==> src/design/dafw_pkg.sv <==
// shared types and constants for the d-axis flux weakening block
package dafw_pkg;

  // serial multiplier geometry
  localparam int DIGIT_W    = 4;
  localparam int MUL_A_W    = 17;
  localparam int MUL_B_W    = 16;
  localparam int MUL_P_W    = 33;
  localparam int MUL_DIGITS = MUL_B_W / DIGIT_W;

  // configuration port
  localparam int CFG_IDX_W  = 3;
  localparam int CFG_DATA_W = 17;

  localparam logic [CFG_IDX_W-1:0] REG_AUTO_ENABLE   = 3'd0;
  localparam logic [CFG_IDX_W-1:0] REG_SPEED_ENTER   = 3'd1;
  localparam logic [CFG_IDX_W-1:0] REG_SPEED_EXIT    = 3'd2;
  localparam logic [CFG_IDX_W-1:0] REG_INJECT_GAIN   = 3'd3;
  localparam logic [CFG_IDX_W-1:0] REG_INJECT_FLOOR  = 3'd4;
  localparam logic [CFG_IDX_W-1:0] REG_FILTER_COEFF  = 3'd5;
  localparam logic [CFG_IDX_W-1:0] REG_D_SLEW_LIMIT  = 3'd6;
  localparam logic [CFG_IDX_W-1:0] REG_CURRENT_LIMIT = 3'd7;

  // filter coefficient of exactly one
  localparam logic [16:0] COEFF_ONE = 17'h10000;

  typedef struct packed {
    logic signed [15:0] speed;
    logic signed [15:0] d_command;
    logic               weaken_allowed;
  } in_t;

  typedef struct packed {
    logic signed [15:0] d_reference;
    logic signed [15:0] injection;
    logic               weakening_on;
  } out_t;

  typedef struct packed {
    logic               auto_enable;
    logic [14:0]        speed_enter;
    logic [14:0]        speed_exit;
    logic [15:0]        inject_gain;
    logic signed [15:0] inject_floor;
    logic [16:0]        filter_coeff;
    logic [15:0]        d_slew_limit;
    logic [14:0]        current_limit;
  } cfg_t;

endpackage

==> src/design/dafw_mul.sv <==
// digit-serial unsigned multiplier, one multiplier digit per cycle
module dafw_mul import dafw_pkg::*; (
  input  logic               clk,
  input  logic               rst_n,
  input  logic               start,
  input  logic [MUL_A_W-1:0] a,
  input  logic [MUL_B_W-1:0] b,
  output logic               done,
  output logic [MUL_P_W-1:0] product
);

  localparam int CNT_W = (MUL_DIGITS > 1) ? $clog2(MUL_DIGITS) : 1;

  logic [MUL_P_W-1:0] a_r, a_nxt;
  logic [MUL_B_W-1:0] b_r, b_nxt;
  logic [MUL_P_W-1:0] p_r, p_nxt;
  logic [CNT_W-1:0]   cnt_r, cnt_nxt;
  logic               busy_r, busy_nxt;
  logic               done_r, done_nxt;
  logic [MUL_P_W-1:0] pp;

  always_comb begin
    pp       = a_r * MUL_P_W'(b_r[DIGIT_W-1:0]);
    a_nxt    = a_r;
    b_nxt    = b_r;
    p_nxt    = p_r;
    cnt_nxt  = cnt_r;
    busy_nxt = busy_r;
    done_nxt = 1'b0;
    if (start) begin
      a_nxt    = MUL_P_W'(a);
      b_nxt    = b;
      p_nxt    = '0;
      cnt_nxt  = '0;
      busy_nxt = 1'b1;
    end else if (busy_r) begin
      // multiplicand walks left while the multiplier digits walk out the bottom
      p_nxt   = p_r + pp;
      a_nxt   = a_r << DIGIT_W;
      b_nxt   = b_r >> DIGIT_W;
      cnt_nxt = cnt_r + CNT_W'(1);
      if (cnt_r == CNT_W'(MUL_DIGITS - 1)) begin
        busy_nxt = 1'b0;
        done_nxt = 1'b1;
      end
    end
  end

  always_ff @(posedge clk) begin
    if (!rst_n) begin
      cnt_r  <= '0;
      busy_r <= 1'b0;
      done_r <= 1'b0;
    end else begin
      cnt_r  <= cnt_nxt;
      busy_r <= busy_nxt;
      done_r <= done_nxt;
    end
    a_r <= a_nxt;
    b_r <= b_nxt;
    p_r <= p_nxt;
  end

  assign done    = done_r;
  assign product = p_r;

endmodule

==> src/design/dafw_core.sv <==
// weakening hysteresis, injection filter and slewed d output sequencer
module dafw_core import dafw_pkg::*; (
  input  logic clk,
  input  logic rst_n,
  input  logic start,
  input  in_t  item,
  input  cfg_t cfg,
  input  logic slot_free,
  output logic idle,
  output logic res_valid,
  output out_t res
);

  typedef enum logic [4:0] {
    ST_IDLE   = 5'b00001,
    ST_INJ    = 5'b00010,
    ST_FSTART = 5'b00100,
    ST_FILT   = 5'b01000,
    ST_SLEW   = 5'b10000
  } st_t;

  st_t                state_r, state_nxt;
  logic               active_r, active_nxt;
  logic signed [15:0] filt_r, filt_nxt;
  logic signed [15:0] dout_r, dout_nxt;
  logic signed [15:0] cmd_r, cmd_nxt;
  logic signed [15:0] target_r, target_nxt;
  logic               neg_r, neg_nxt;

  logic               mul_start;
  logic [MUL_A_W-1:0] mul_a;
  logic [MUL_B_W-1:0] mul_b;
  logic               mul_done;
  logic [MUL_P_W-1:0] mul_p;

  logic signed [16:0] spd_ext;
  logic [16:0]        mag;
  logic signed [17:0] over;
  logic               bypass;
  logic               act_new;
  logic signed [15:0] lo;
  logic [16:0]        neg_lo;
  logic signed [15:0] tgt_mul;
  logic signed [16:0] diff;
  logic [16:0]        diff_mag;
  logic [MUL_P_W-1:0] rnd;
  logic [16:0]        step;
  logic signed [17:0] step_s;
  logic signed [17:0] filt_sum;
  logic signed [15:0] filt_new;
  logic signed [18:0] tgt_d;
  logic signed [18:0] dout_e;
  logic signed [18:0] delta;
  logic signed [18:0] slew_s;
  logic signed [18:0] next_d;
  logic signed [18:0] lim_s;
  logic signed [18:0] d_clamp;

  dafw_mul u_mul (
    .clk     (clk),
    .rst_n   (rst_n),
    .start   (mul_start),
    .a       (mul_a),
    .b       (mul_b),
    .done    (mul_done),
    .product (mul_p)
  );

  always_comb begin
    // speed magnitude and overspeed
    spd_ext = {item.speed[15], item.speed};
    mag     = spd_ext[16] ? 17'(-spd_ext) : 17'(spd_ext);
    over    = $signed({1'b0, mag}) - $signed({3'b000, cfg.speed_enter});
    bypass  = !item.weaken_allowed || !cfg.auto_enable;
    act_new = active_r ? !(mag <= {2'b00, cfg.speed_exit})
                       : (mag >= {2'b00, cfg.speed_enter});

    // a floor above zero acts as zero
    lo      = (!cfg.inject_floor[15] && cfg.inject_floor != 16'sd0) ? 16'sd0
                                                                    : cfg.inject_floor;
    neg_lo  = 17'(-$signed({lo[15], lo}));
    tgt_mul = (mul_p >= MUL_P_W'(neg_lo)) ? lo : $signed(16'(-mul_p[15:0]));

    // filter step, rounded half away from zero on the magnitude
    diff     = $signed({target_r[15], target_r}) - $signed({filt_r[15], filt_r});
    diff_mag = diff[16] ? 17'(-diff) : 17'(diff);
    rnd      = mul_p + MUL_P_W'(32768);
    step     = rnd[32:16];
    step_s   = $signed({1'b0, step});
    filt_sum = neg_r ? $signed({{2{filt_r[15]}}, filt_r}) - step_s
                     : $signed({{2{filt_r[15]}}, filt_r}) + step_s;
    if (filt_sum > 18'sd0) begin
      filt_new = 16'sd0;
    end else if (filt_sum < -18'sd32768) begin
      filt_new = -16'sd32768;
    end else begin
      filt_new = filt_sum[15:0];
    end

    // slew then clamp of the d output
    tgt_d  = $signed({{3{cmd_r[15]}}, cmd_r}) + $signed({{3{filt_r[15]}}, filt_r});
    dout_e = $signed({{3{dout_r[15]}}, dout_r});
    delta  = tgt_d - dout_e;
    slew_s = $signed({3'b000, cfg.d_slew_limit});
    if (delta > slew_s) begin
      next_d = dout_e + slew_s;
    end else if (delta < -slew_s) begin
      next_d = dout_e - slew_s;
    end else begin
      next_d = tgt_d;
    end
    lim_s = $signed({4'b0000, cfg.current_limit});
    if (next_d > lim_s) begin
      d_clamp = lim_s;
    end else if (next_d < -lim_s) begin
      d_clamp = -lim_s;
    end else begin
      d_clamp = next_d;
    end
  end

  always_comb begin
    state_nxt  = state_r;
    active_nxt = active_r;
    filt_nxt   = filt_r;
    dout_nxt   = dout_r;
    cmd_nxt    = cmd_r;
    target_nxt = target_r;
    neg_nxt    = neg_r;
    mul_start  = 1'b0;
    mul_a      = {1'b0, cfg.inject_gain};
    mul_b      = over[15:0];
    res_valid  = 1'b0;
    case (state_r)
      ST_IDLE: begin
        if (start) begin
          cmd_nxt = item.d_command;
          if (bypass) begin
            active_nxt = 1'b0;
            filt_nxt   = 16'sd0;
            state_nxt  = ST_SLEW;
          end else begin
            active_nxt = act_new;
            if (act_new && !over[17]) begin
              mul_start = 1'b1;
              state_nxt = ST_INJ;
            end else begin
              // below the enter point the target clamps to zero
              target_nxt = 16'sd0;
              state_nxt  = ST_FSTART;
            end
          end
        end
      end
      ST_INJ: begin
        if (mul_done) begin
          target_nxt = tgt_mul;
          state_nxt  = ST_FSTART;
        end
      end
      ST_FSTART: begin
        mul_start = 1'b1;
        mul_a     = cfg.filter_coeff;
        mul_b     = diff_mag[15:0];
        neg_nxt   = diff[16];
        state_nxt = ST_FILT;
      end
      ST_FILT: begin
        if (mul_done) begin
          filt_nxt  = filt_new;
          state_nxt = ST_SLEW;
        end
      end
      ST_SLEW: begin
        if (slot_free) begin
          res_valid = 1'b1;
          dout_nxt  = d_clamp[15:0];
          state_nxt = ST_IDLE;
        end
      end
      default: begin
        state_nxt = ST_IDLE;
      end
    endcase
  end

  always_ff @(posedge clk) begin
    if (!rst_n) begin
      state_r  <= ST_IDLE;
      active_r <= 1'b0;
      filt_r   <= 16'sd0;
      dout_r   <= 16'sd0;
    end else begin
      state_r  <= state_nxt;
      active_r <= active_nxt;
      filt_r   <= filt_nxt;
      dout_r   <= dout_nxt;
    end
    cmd_r    <= cmd_nxt;
    target_r <= target_nxt;
    neg_r    <= neg_nxt;
  end

  assign idle             = (state_r == ST_IDLE);
  assign res.d_reference  = d_clamp[15:0];
  assign res.injection    = filt_r;
  assign res.weakening_on = active_r;

endmodule

==> src/design/d_axis_flux_weakening_ref.sv <==
// top level of the d-axis flux weakening block: config registers and output register
//
// One request per control tick: speed, d command and the mode flag go in, and one result
// with the slewed, clamped d reference, the filtered injection and the weakening flag comes
// out. A request that bypasses weakening (current mode or auto weakening off) goes straight
// to the d-output update; when the weakening flag is off or the speed is below the enter
// point, the injection target is zero and only the filter step uses the multiplier;
// otherwise the injection is computed first. The one 4-bit-digit serial multiplier
// serves both gain times overspeed and the filter step. A finished result sits
// in the output register, so the next request is taken while it waits; only the final
// d-output update waits for that register to free up. Configuration writes take effect on
// the next request and must be made while no request is in flight.
module d_axis_flux_weakening_ref import dafw_pkg::*; (
  input  logic                  clk,
  input  logic                  rst_n,
  input  logic                  in_valid,
  output logic                  in_stall,
  input  in_t                   in_data,
  output logic                  out_valid,
  input  logic                  out_stall,
  output out_t                  out_data,
  input  logic                  cfg_we,
  input  logic [CFG_IDX_W-1:0]  cfg_index,
  input  logic [CFG_DATA_W-1:0] cfg_data
);

  cfg_t cfg_r, cfg_nxt;
  logic out_valid_r, out_valid_nxt;
  out_t out_data_r;
  logic core_idle;
  logic res_valid;
  out_t res;
  logic slot_free;
  logic start;

  assign start     = in_valid && core_idle;
  assign in_stall  = !core_idle;
  assign slot_free = !out_valid_r || !out_stall;

  dafw_core u_core (
    .clk       (clk),
    .rst_n     (rst_n),
    .start     (start),
    .item      (in_data),
    .cfg       (cfg_r),
    .slot_free (slot_free),
    .idle      (core_idle),
    .res_valid (res_valid),
    .res       (res)
  );

  always_comb begin
    cfg_nxt = cfg_r;
    if (cfg_we) begin
      case (cfg_index)
        REG_AUTO_ENABLE:   cfg_nxt.auto_enable   = cfg_data[0];
        REG_SPEED_ENTER:   cfg_nxt.speed_enter   = cfg_data[14:0];
        REG_SPEED_EXIT:    cfg_nxt.speed_exit    = cfg_data[14:0];
        REG_INJECT_GAIN:   cfg_nxt.inject_gain   = cfg_data[15:0];
        REG_INJECT_FLOOR:  cfg_nxt.inject_floor  = cfg_data[15:0];
        REG_FILTER_COEFF: begin
          // coefficients above one saturate to one
          cfg_nxt.filter_coeff = (cfg_data[16:0] > COEFF_ONE) ? COEFF_ONE : cfg_data[16:0];
        end
        REG_D_SLEW_LIMIT:  cfg_nxt.d_slew_limit  = cfg_data[15:0];
        REG_CURRENT_LIMIT: cfg_nxt.current_limit = cfg_data[14:0];
        default: begin
          cfg_nxt = cfg_r;
        end
      endcase
    end
  end

  assign out_valid_nxt = res_valid || (out_valid_r && out_stall);

  always_ff @(posedge clk) begin
    if (!rst_n) begin
      cfg_r.auto_enable   <= 1'b0;
      cfg_r.speed_enter   <= 15'h7fff;
      cfg_r.speed_exit    <= 15'h7fff;
      cfg_r.inject_gain   <= 16'h0000;
      cfg_r.inject_floor  <= 16'sd0;
      cfg_r.filter_coeff  <= 17'h00000;
      cfg_r.d_slew_limit  <= 16'hffff;
      cfg_r.current_limit <= 15'h7fff;
      out_valid_r         <= 1'b0;
    end else begin
      cfg_r       <= cfg_nxt;
      out_valid_r <= out_valid_nxt;
    end
    if (res_valid) begin
      out_data_r <= res;
    end
  end

  assign out_valid = out_valid_r;
  assign out_data  = out_data_r;

endmodule

==> config.mk <==
export PLATFORM = sky130hd
export DESIGN_NAME = d_axis_flux_weakening_ref
export DESIGN_NICKNAME = d
export VERILOG_FILES = /design/src/design/dafw_pkg.sv /design/src/design/dafw_mul.sv /design/src/design/dafw_core.sv /design/src/design/d_axis_flux_weakening_ref.sv
export SDC_FILE = /design/constraint.sdc
export NUM_CORES = 1
export LEC_CHECK = 0
export BUFFER_PORTS_ARGS = -buffer_cell sky130_fd_sc_hd__clkbuf_2
export CAP_MARGIN = 5
export CORE_MARGIN = 5
export CORE_UTILIZATION = 35
export DETAILED_ROUTE_END_ITERATION = 8
export PLACE_DENSITY = 0.61
export SYNTH_ARGS = -nofsm -noshare
export SYNTH_HDL_FRONTEND = slang
export SYNTH_SLANG_ARGS = --single-unit
==> constraint.sdc <==
create_clock -name clk -period 12.2 [get_ports clk]
set_clock_uncertainty 0.05 [all_clocks]
set_input_delay 1.83 -clock clk [delete_from_list [all_inputs] [get_ports clk]]
set_output_delay 1.83 -clock clk [all_outputs]
set_load 0.02 [all_outputs]
# Word level (Yosys, flattened, before mapping)
# Cells that the tools add are included.
# op_classes
bitwise	2
n_reduce_logical	35
n_addsub	17
n_div	0
n_lt_le_gt_ge	10
n_eq_ne	20
shift	0
multipliers	1
n_mux	46
# op_table
op	count
two-way mux 16 bit	17
two-way mux 17 bit	5
one-hot mux 16 bit (2 select lines)	2
less-than comparator 19 bit	2
two-way mux 19 bit	2
negator 16 -> 17 bit	2
adder 33 x 16 -> 33 bit, second input constant	1
adder 33 bit	1
>= comparator 33 x 17 -> 1 bit	1
multiplier 33 x 4 -> 33 bit	1
negator 16 bit	2
two-way mux 5 bit	5
one-hot mux 5 bit (5 select lines)	1
AND reduction 2 bit	10
greater-than comparator 19 x 16 -> 1 bit	1
greater-than comparator 19 x 17 -> 1 bit	1
negator 15 -> 19 bit	1
negator 16 -> 19 bit	1
adder 16 x 17 -> 18 bit	1
adder 16 x 18 -> 18 bit	1
greater-than comparator 18 x 1 -> 1 bit, second input constant	1
less-than comparator 18 x 16 -> 1 bit, second input constant	1
two-way mux 18 bit	1
subtractor 16 x 17 -> 18 bit	1
34 further kinds	69
# totals
elab_cells	157
latch_bits	0
mem_bits_ro	0
inputBits	58
out_inout_bits	35
ramBits	0
mem_count	0
ff_bits	302

# Depth between registers and ports, before layout
# Gate-level depths: netlist of run 1.
# logic_depth
ltp_word	11
depth_mapped	48
ltp_nobuf	47

# Cells and area by module
# Synthesis of run 1 repeated with hierarchy kept, for this count alone.
# unflattened
cells_unflattened	3236
area_unflattened_um2	26823.2
# by_module_without_submodules
module	n_inst	seq_area_each_um2	area_per_inst_um2	cells_each
dafw_core	1	1751.7	13929.6	1912
dafw_mul	1	2052.0	7858.8	821
d_axis_flux_weakening_ref	1	3233.1	5034.8	503

# Worst setup path after synthesis of run 1
# OpenSTA, ideal clock, no wires.
# synth_path
kind	reg-to-reg
from	register u_core.filt_r[0]
to	register u_core.dout_r[8]
required_time_ns	12.064
t_arrival_ns	8.201
n_path_buf	2
stages_incl_launch_ff	47
setup_ns	0.086
period_less_slack_ns	8.337
path_slack_ns	3.863
cell_sequence	dfxtp_1 ha_1 inv_1 fa_1 nor2b_1 o21ai_0 nand2b_1 nand2_1 a21oi_1 a21o_1 a21o_1 a21oi_1 xnor2_1 ha_1 nand4_1 a21oi_1 o31ai_1 a21oi_1 [11 not listed] o221ai_1 buf_2 o32ai_1 nor2_1 ha_1 o21a_1 o21ai_0 a21oi_1 o21a_1 o2111ai_1 a31oi_1 a211o_1 a41oi_1 clkbuf_1 nand2_1 a21oi_1 a221oi_1 a211oi_1
# synth_between
elab_chain_cells	8
elab_cells_between_ends	10
classes_between	2 x add/sub; 4 x order compare; 4 x mux
# synth_rtl
item	line	text
start, declared	dafw_core.sv:24	logic signed [15:0] filt_r, filt_nxt;
start signal, assigned	dafw_core.sv:196	filt_r <= filt_nxt;
adder 16 x 16 -> 17 bit (*)	dafw_core.sv:101	tgt_d = $signed({{3{cmd_r[15]}}, cmd_r}) + $signed({{3{filt_r[15]}}, filt_r});
subtractor 17 x 16 -> 18 bit	dafw_core.sv:103	delta = tgt_d - dout_e;
less-than comparator 19 bit	dafw_core.sv:107	end else if (delta < -slew_s) begin
two-way mux 19 bit	dafw_core.sv:107	
two-way mux 19 bit (*)	dafw_core.sv:105	if (delta > slew_s) begin
less-than comparator 19 bit	dafw_core.sv:115	end else if (next_d < -lim_s) begin
two-way mux 16 bit	dafw_core.sv:115	
two-way mux 16 bit (*)	dafw_core.sv:113	if (next_d > lim_s) begin
end signal, assigned	dafw_core.sv:197	dout_r <= dout_nxt;
end, declared	dafw_core.sv:25	logic signed [15:0] dout_r, dout_nxt;
# Every way passes the cells marked *; elsewhere a longest branch is shown, timed or not.
# A chain may end at the register's enable or synchronous reset.

==> results of run 1 <==
[sequential cells by signal, indices dropped and copies added (netlist names), 2 cells and up]
register and flops:
u_core.state_r 5, cfg_r 111, out_data 33, u_core.u_mul.a_r 33, u_core.u_mul.cnt_r 2, u_core.dout_r 16, u_core.cmd_r 16, u_core.target_r 16
u_core.u_mul.product 33, u_core.filt_r 16, u_core.u_mul.b_r 16
[critical path, delay by kind of cell (launching register included)]
family / cells / cell delay [ns]
xor gates and xnor gates: 1 / 0.36
AOI/OAI and AO/OA: 23 / 5.55
muxes: 1 / 0.41
DFF: 1 / 0.41
buffers and inverters: 3 / 0.37
and+or+nand+nor: 9 / 1.36
adders and majority gates: 5 / 1.54
[per-layer routing]
layer  share of wire  vias to the layer above
li1                -                    11100
met1            0.48                    10900
met2            0.44                      642
met3           0.065                       92
met4           0.018                        8
met5         0.00069                        -
[Yosys cell counts (7+ instances only)]
master,instances,area [µm²]
mux2_2,11,124
o21ai_0,116,581
o31ai_1,21,158
nand4_1,36,225
a221oi_1,12,105
xor2_1,54,473
nor2b_1,39,244
nor3_1,62,310
a21oi_1,191,956
a22o_1,25,219
o22ai_1,11,68.8
dfxtp_1,203,4060
a211oi_1,31,233
edfxtp_1,99,2970
and2_1,46,288
nor2_1,246,923
o221ai_1,8,70.1
inv_1,241,905
a221o_1,9,90.1
xnor2_1,143,1250
fa_1,96,1920
clkbuf_1,106,398
o211ai_1,79,593
nand3_1,74,370
nor4_1,27,169
or3_1,36,225
nand2b_1,34,213
buf_1,11,41.3
o31a_1,10,87.6
and3_1,18,113
a21boi_0,11,82.6
o21a_1,27,203
or2_2,13,81.3
a31oi_1,27,169
a22oi_1,21,158
mux2i_1,67,671
a211o_1,10,87.6
a21o_1,55,413
or4_1,7,52.6
o21bai_1,16,120
nand2_1,382,1430
ha_1,254,3180
[worst max-delay path by stage]
stage	startpoint	to	slack, ns	cells after the start
floorplan	u_core.filt_r[0]	u_core.dout_r[8]	3.86	46
global placement	u_core.filt_r[0]	out_data[28]	2.45	42
detailed placement	u_core.filt_r[0]	u_core.dout_r[3]	2.17	43
finish	u_core.filt_r[0]	out_data[28]	1.85	42
global route	u_core.filt_r[0]	out_data[28]	1.21	43
CTS	u_core.filt_r[0]	u_core.dout_r[3]	2.06	43
[logic make-up (layout without fill, tap and decap cells)]
| kind of cell | after synthesis | in the layout |
|---|---|---|
| compound gates | 751 | 751 |
| xor+xnor | 197 | 197 |
| fa+ha+maj | 350 | 350 |
| buf+inv | 373 | 438 |
| flops | 302 | 302 |
| mux | 78 | 78 |
| other cells | 0 | 2 |
| simple gates | 1057 | 1057 |
[power groups by stage]
stage	logic [mW]	registers, mW	clock network (mW)
6_report	1.54	1.23	1.26
5_1_grt	1.73	1.25	1.33
4_1_cts	1.54	1.24	1.29
3_5_place_dp	1.52	1.26	0
2_1_floorplan	1.21	1.20	0
3_3_place_gp	1.52	1.26	0
[per-stage QoR]
| stage | setup WS [ns] | hold slack (ns) |
|---|---|---|
| floorplan | 3.86 | 0.386 |
| global placement | 2.45 | 0.391 |
| detailed placement | 2.17 | 0.397 |
| CTS | 2.06 | 0.404 |
| global route | 1.21 | 0.422 |
| finish | 1.85 | 0.403 |
[layout make-up]
class,instances,share of cell area
antenna,2,0.000173
multi-input combinational,2433,0.611
clock buffer,57,0.0417
timing repair buffer,120,0.0231
tap,969,0.0418
sequential,302,0.243
inverter,244,0.0316
clock inverter,17,0.00760
==> results.json, run 1 <==
{
  "status": "completed",
  "min_period_over_period": 0.849,
  "power_density_nw_per_um2": 139,
  "slew_headroom": 0.214,
  "gp_congestion": 0.908,
  "synth_enable_flop_cells": 99,
  "regArea_um2": 7040,
  "endpoint_kind": "flip-flop",
  "final_common_cell": "nand2_1",
  "crit_type": "reg -> reg",
  "syn_inst": 3108,
  "synthXorXnorAreaFrac": 0.0660,
  "dp_cells": 4068,
  "nNetsFinal": 3549,
  "worstSkewPairLatency_ns": 0.59,
  "start_util": 0.352,
  "seq_area_frac_synth": 0.269,
  "grt_pass1_wl_um": 124000,
  "critical_path_arrival_ns": 10.64,
  "p_seq_frac": 0.305,
  "fillCellCount": 7631,
  "ys_async_sr_fraction": 0,
  "leakagePower_nw": 12.1,
  "hold_start": "cfg_r[75]",
  "finalCriticalPeriod_ns": 10.35,
  "syn-num-nets": 3516,
  "htreeDepth": 2,
  "core_um2": 74300,
  "setup_tns_ns": 0,
  "final_util": 0.390,
  "postRouteAntennaNets": 0,
  "drcViolationCount": 0,
  "switchingPower_mw": 1.52,
  "ff2ff_setup_slack_ns": 1.85,
  "cts_setup_buffers": 0,
  "intPower_mw": 2.53,
  "synth_warnings": 0,
  "rsz0062_at_grt": "false",
  "use_met3": 0.0357,
  "grt_max_degree": 71,
  "pin_count": 93,
  "slew_violations": 0,
  "worstPathRequired_ns": 12.48,
  "grt_pass1_vias": 21500,
  "regToRegEndpoint": "out_data[28]",
  "first_pass_iters": 6,
  "power_frac_clock": 0.313,
  "synth_area_um2": 26100,
  "synth_top_family_by_area": "adder cells",
  "die_w_um": 283,
  "comb_power_share": 0.382,
  "cp_max_fo": 21,
  "cts_buffer_depth": 3,
  "max_freq_ghz": 0.0966,
  "overflow": 0,
  "min_path_type": "reg -> reg",
  "power.total_mw": 4.04,
  "layout-drive-gt1-share": 0.0782,
  "start_kind": "flip-flop",
  "top_usage_layer": "met2",
  "ys_ff_latch": 302,
  "synth_fa_ha_area_frac": 0.195,
  "max-cap-violations": 0,
  "vias": 22800,
  "met2_usage": 0.297,
  "antenna_found_initial": 8,
  "rr_worst_depth": 42,
  "routed_wl_um": 79900,
  "cpMostUsedCell": "a21oi_1",
  "worstMarginPinSlew_ns": 1.18,
  "stdcell_area_um2": 29000,
  "grt_usage": 0.192,
  "rows": 100,
  "io_buffers": 92,
  "dpl_cell_area_um2": 27500,
  "numClockSinks": 302,
  "rr_startpoint": "u_core.filt_r[0]",
  "dpl.hpwl_um": 61100,
  "viasPerCell": 5.50,
  "synth-compound-area-share": 0.194,
  "ctsResizeCount": 0,
  "cts_hold_buf": 0,
  "first_iter_violations": 1671,
  "fin_cells": 4144,
  "synthDistinctLibCells": 87,
  "avgRoutedWirePerCell_um": 19.3,
  "max_stage_delay_ns": 0.69,
  "numCtsBuffers": 40,
  "chipHeight_um": 283,
  "tritoncts": "yes",
  "area_delta_synth_final_pct": 10.9,
  "hold_depth": 2,
  "synth_mux_area_frac": 0.0304,
  "setup_viol": 0,
  "synth.avg_cell_area_um2": 8.41,
  "worst_path_max_delay_cell": "a21o_1",
  "multi_input_area_um2": 17700,
  "hold_viol_final": 0,
  "peakVddDrop_mv": 0.105,
  "cts_root_buf": "clkbuf_16",
  "use_met1": 0.281,
  "most-common-layout-cells": "nand2_1 (382), ha_1 (254), nor2_1 (242), inv_1 (240), dfxtp_1 (202)",
  "path_clk_slew_ns": 0.06,
  "synth_ff_type": "dfxtp_1",
  "swShare": 0.375,
  "min_delay_worst_endpoint": "cfg_r[75]",
  "dieArea_um2": 80300,
  "yosys.area_share.simple": 0.191
}
No activity file was read; power rests on OpenSTA's default activity.
==> inputs of run 2 (changes only) <==
PLACE_DENSITY = 0.63   (was 0.61)
clock period = 8.3 ns   (was 12.2 ns; I/O delays follow)
==> results.json, run 2 (synthesis results as in run 1) <==
{
  "status": "completed",
  "leakagePower_nw": 13.1,
  "largest-register": "cfg_r",
  "drcViolationCount": 0,
  "path_clk_slew_ns": 0.06,
  "peakVddDrop_mv": 0.148,
  "start_util": 0.352,
  "max_stage_delay_ns": 0.63,
  "first_iter_violations": 1879,
  "core_um2": 74300,
  "max-cap-violations": 0,
  "postRouteAntennaNets": 0,
  "dpl.hpwl_um": 64400,
  "hold_start": "cfg_r[71]",
  "vias": 23700,
  "htreeDepth": 2,
  "layout-drive-gt1-share": 0.164,
  "die_w_um": 283,
  "most-common-layout-cells": "nand2_1 (379), ha_1 (241), nor2_1 (238), inv_1 (233), dfxtp_1 (201)",
  "critical_path_arrival_ns": 8.68,
  "cts_root_buf": "clkbuf_16",
  "area_delta_synth_final_pct": 19.1,
  "dieArea_um2": 80300,
  "routed_wl_um": 83700,
  "finalCriticalPeriod_ns": 8.26,
  "crit_path_start": "u_core.cmd_r[0]",
  "worstSkewPairLatency_ns": 0.60,
  "max_freq_ghz": 0.121,
  "rsz0062_at_grt": "true",
  "avgRoutedWirePerCell_um": 19.3,
  "slew_violations": 0,
  "regArea_um2": 7040,
  "worstPathRequired_ns": 8.73,
  "cp_max_fo": 8,
  "largest_register_ffs": 111,
  "min_period_over_period": 0.995,
  "numCtsBuffers": 39,
  "hold_viol_final": 0,
  "nNetsFinal": 3736,
  "final_common_cell": "nand2_1",
  "setup_tns_ns": 0,
  "endpoint_kind": "flip-flop",
  "cpMostUsedCell": "buf_4",
  "grt_pass1_wl_um": 128000,
  "io_buffers": 92,
  "overflow": 0,
  "rr_startpoint": "u_core.cmd_r[0]",
  "antenna_found_initial": 2,
  "tritoncts": "yes",
  "diodes": 0,
  "gp_congestion": 0.970,
  "setup_viol": 0,
  "worstMarginPinSlew_ns": 1.26,
  "multi_input_area_um2": 18500,
  "worst_path_max_delay_cell": "fa_2",
  "grt_max_degree": 75,
  "min_path_type": "reg -> reg",
  "slew_headroom": 0.161,
  "rows": 100,
  "crit_type": "reg -> reg",
  "numClockSinks": 302,
  "fillCellCount": 7469,
  "chipHeight_um": 283,
  "first_pass_iters": 6,
  "start_kind": "flip-flop",
  "cts_buffer_depth": 3,
  "cp_num_buf_inv": 9,
  "grt_usage": 0.198,
  "pin_count": 93,
  "viasPerCell": 5.48,
  "cpLargestDelayFamily": "compound AO/OA/AOI/OAI gates",
  "power_density_nw_per_um2": 199,
  "holdWs_ns": 0.404,
  "final_util": 0.419,
  "grt_pass1_vias": 22100
}
-- run 2: cell types whose count changed in the layout (fill, tap and decap cells not counted), moves of 9 or more --
cell and delta:
buf_4 +171, a21oi_1 -22, a21oi_2 +17, o21ai_0 -15, ha_1 -13, buf_6 +12
ha_4 +9
-- run 2: path summary, 6_finish.rpt --
kind / end / slack (ns) / cells after the start
worst min-delay path: cfg_r[71] / 0.40 / 2
worst max-delay path: u_core.dout_r[8] / 0.04 / 42
worst min register to register: cfg_r[71] / 0.40 / 2
worst max register to register: u_core.dout_r[8] / 0.04 / 42
-- run 2: per-layer routing --
layer | share of wire | track usage | routed length [µm] | vias up
li1 | - | - | - | 11500
met3 | 0.064 | 0.0293 | 5390 | 124
met4 | 0.027 | 0.0562 | 2260 | 0
met5 | 0 | 0 | 0 | -
met2 | 0.43 | 0.303 | 36200 | 762
met1 | 0.48 | 0.290 | 39800 | 11300
-- run 2: power breakdown --
part | internal, mW | leakage [nW] | switching (mW) | total (mW)
clock network | 0.974 | 0.627 | 0.730 | 1.70
registers | 1.63 | 2.51 | 0.190 | 1.82
logic | 1.23 | 9.98 | 1.45 | 2.68
total | 3.83 | 13.1 | 2.37 | 6.20
-- run 2: timing repair --
action / 4_1_cts / 5_1_grt
resized for setup: 54 / 126
hold buffers: 0 / 0
setup buffers: 12 / 20
cloned: 2 / 1
setup endpoints to repair: 32 / 32
pin swaps: 26 / 63
-- run 2: worst reg2reg max path: cells and delay by family, from the launching register on --
family	cells	cell delay, ns
compound gates	24	4.40
fa+ha+maj	5	1.55
buf+inv	9	1.18
simple gates	3	0.48
flops	1	0.33
xor+xnor	1	0.16
-- run 2: layout make-up --
type / instances / share of cell area
Clock buffer: 53 / 0.0350
Clock inverter: 19 / 0.00611
Inverter: 244 / 0.0294
Multi-Input combinational cell: 2433 / 0.595
Sequential cell: 302 / 0.226
Tap cell: 969 / 0.0389
Timing Repair Buffer: 308 / 0.0698
-- run 2: through the flow --
stage	cells	setup slack, ns	total power, mW	instance area [µm²]
after global routing	4328	-0.376	6.60	31100
after global placement	4222	-0.234	4.25	28700
after CTS	4308	0.00255	6.08	30400
final	4328	0.0428	6.20	31100
after detailed placement	4222	-0.526	4.27	28700
after floorplan	3108	0.00787	3.54	26100
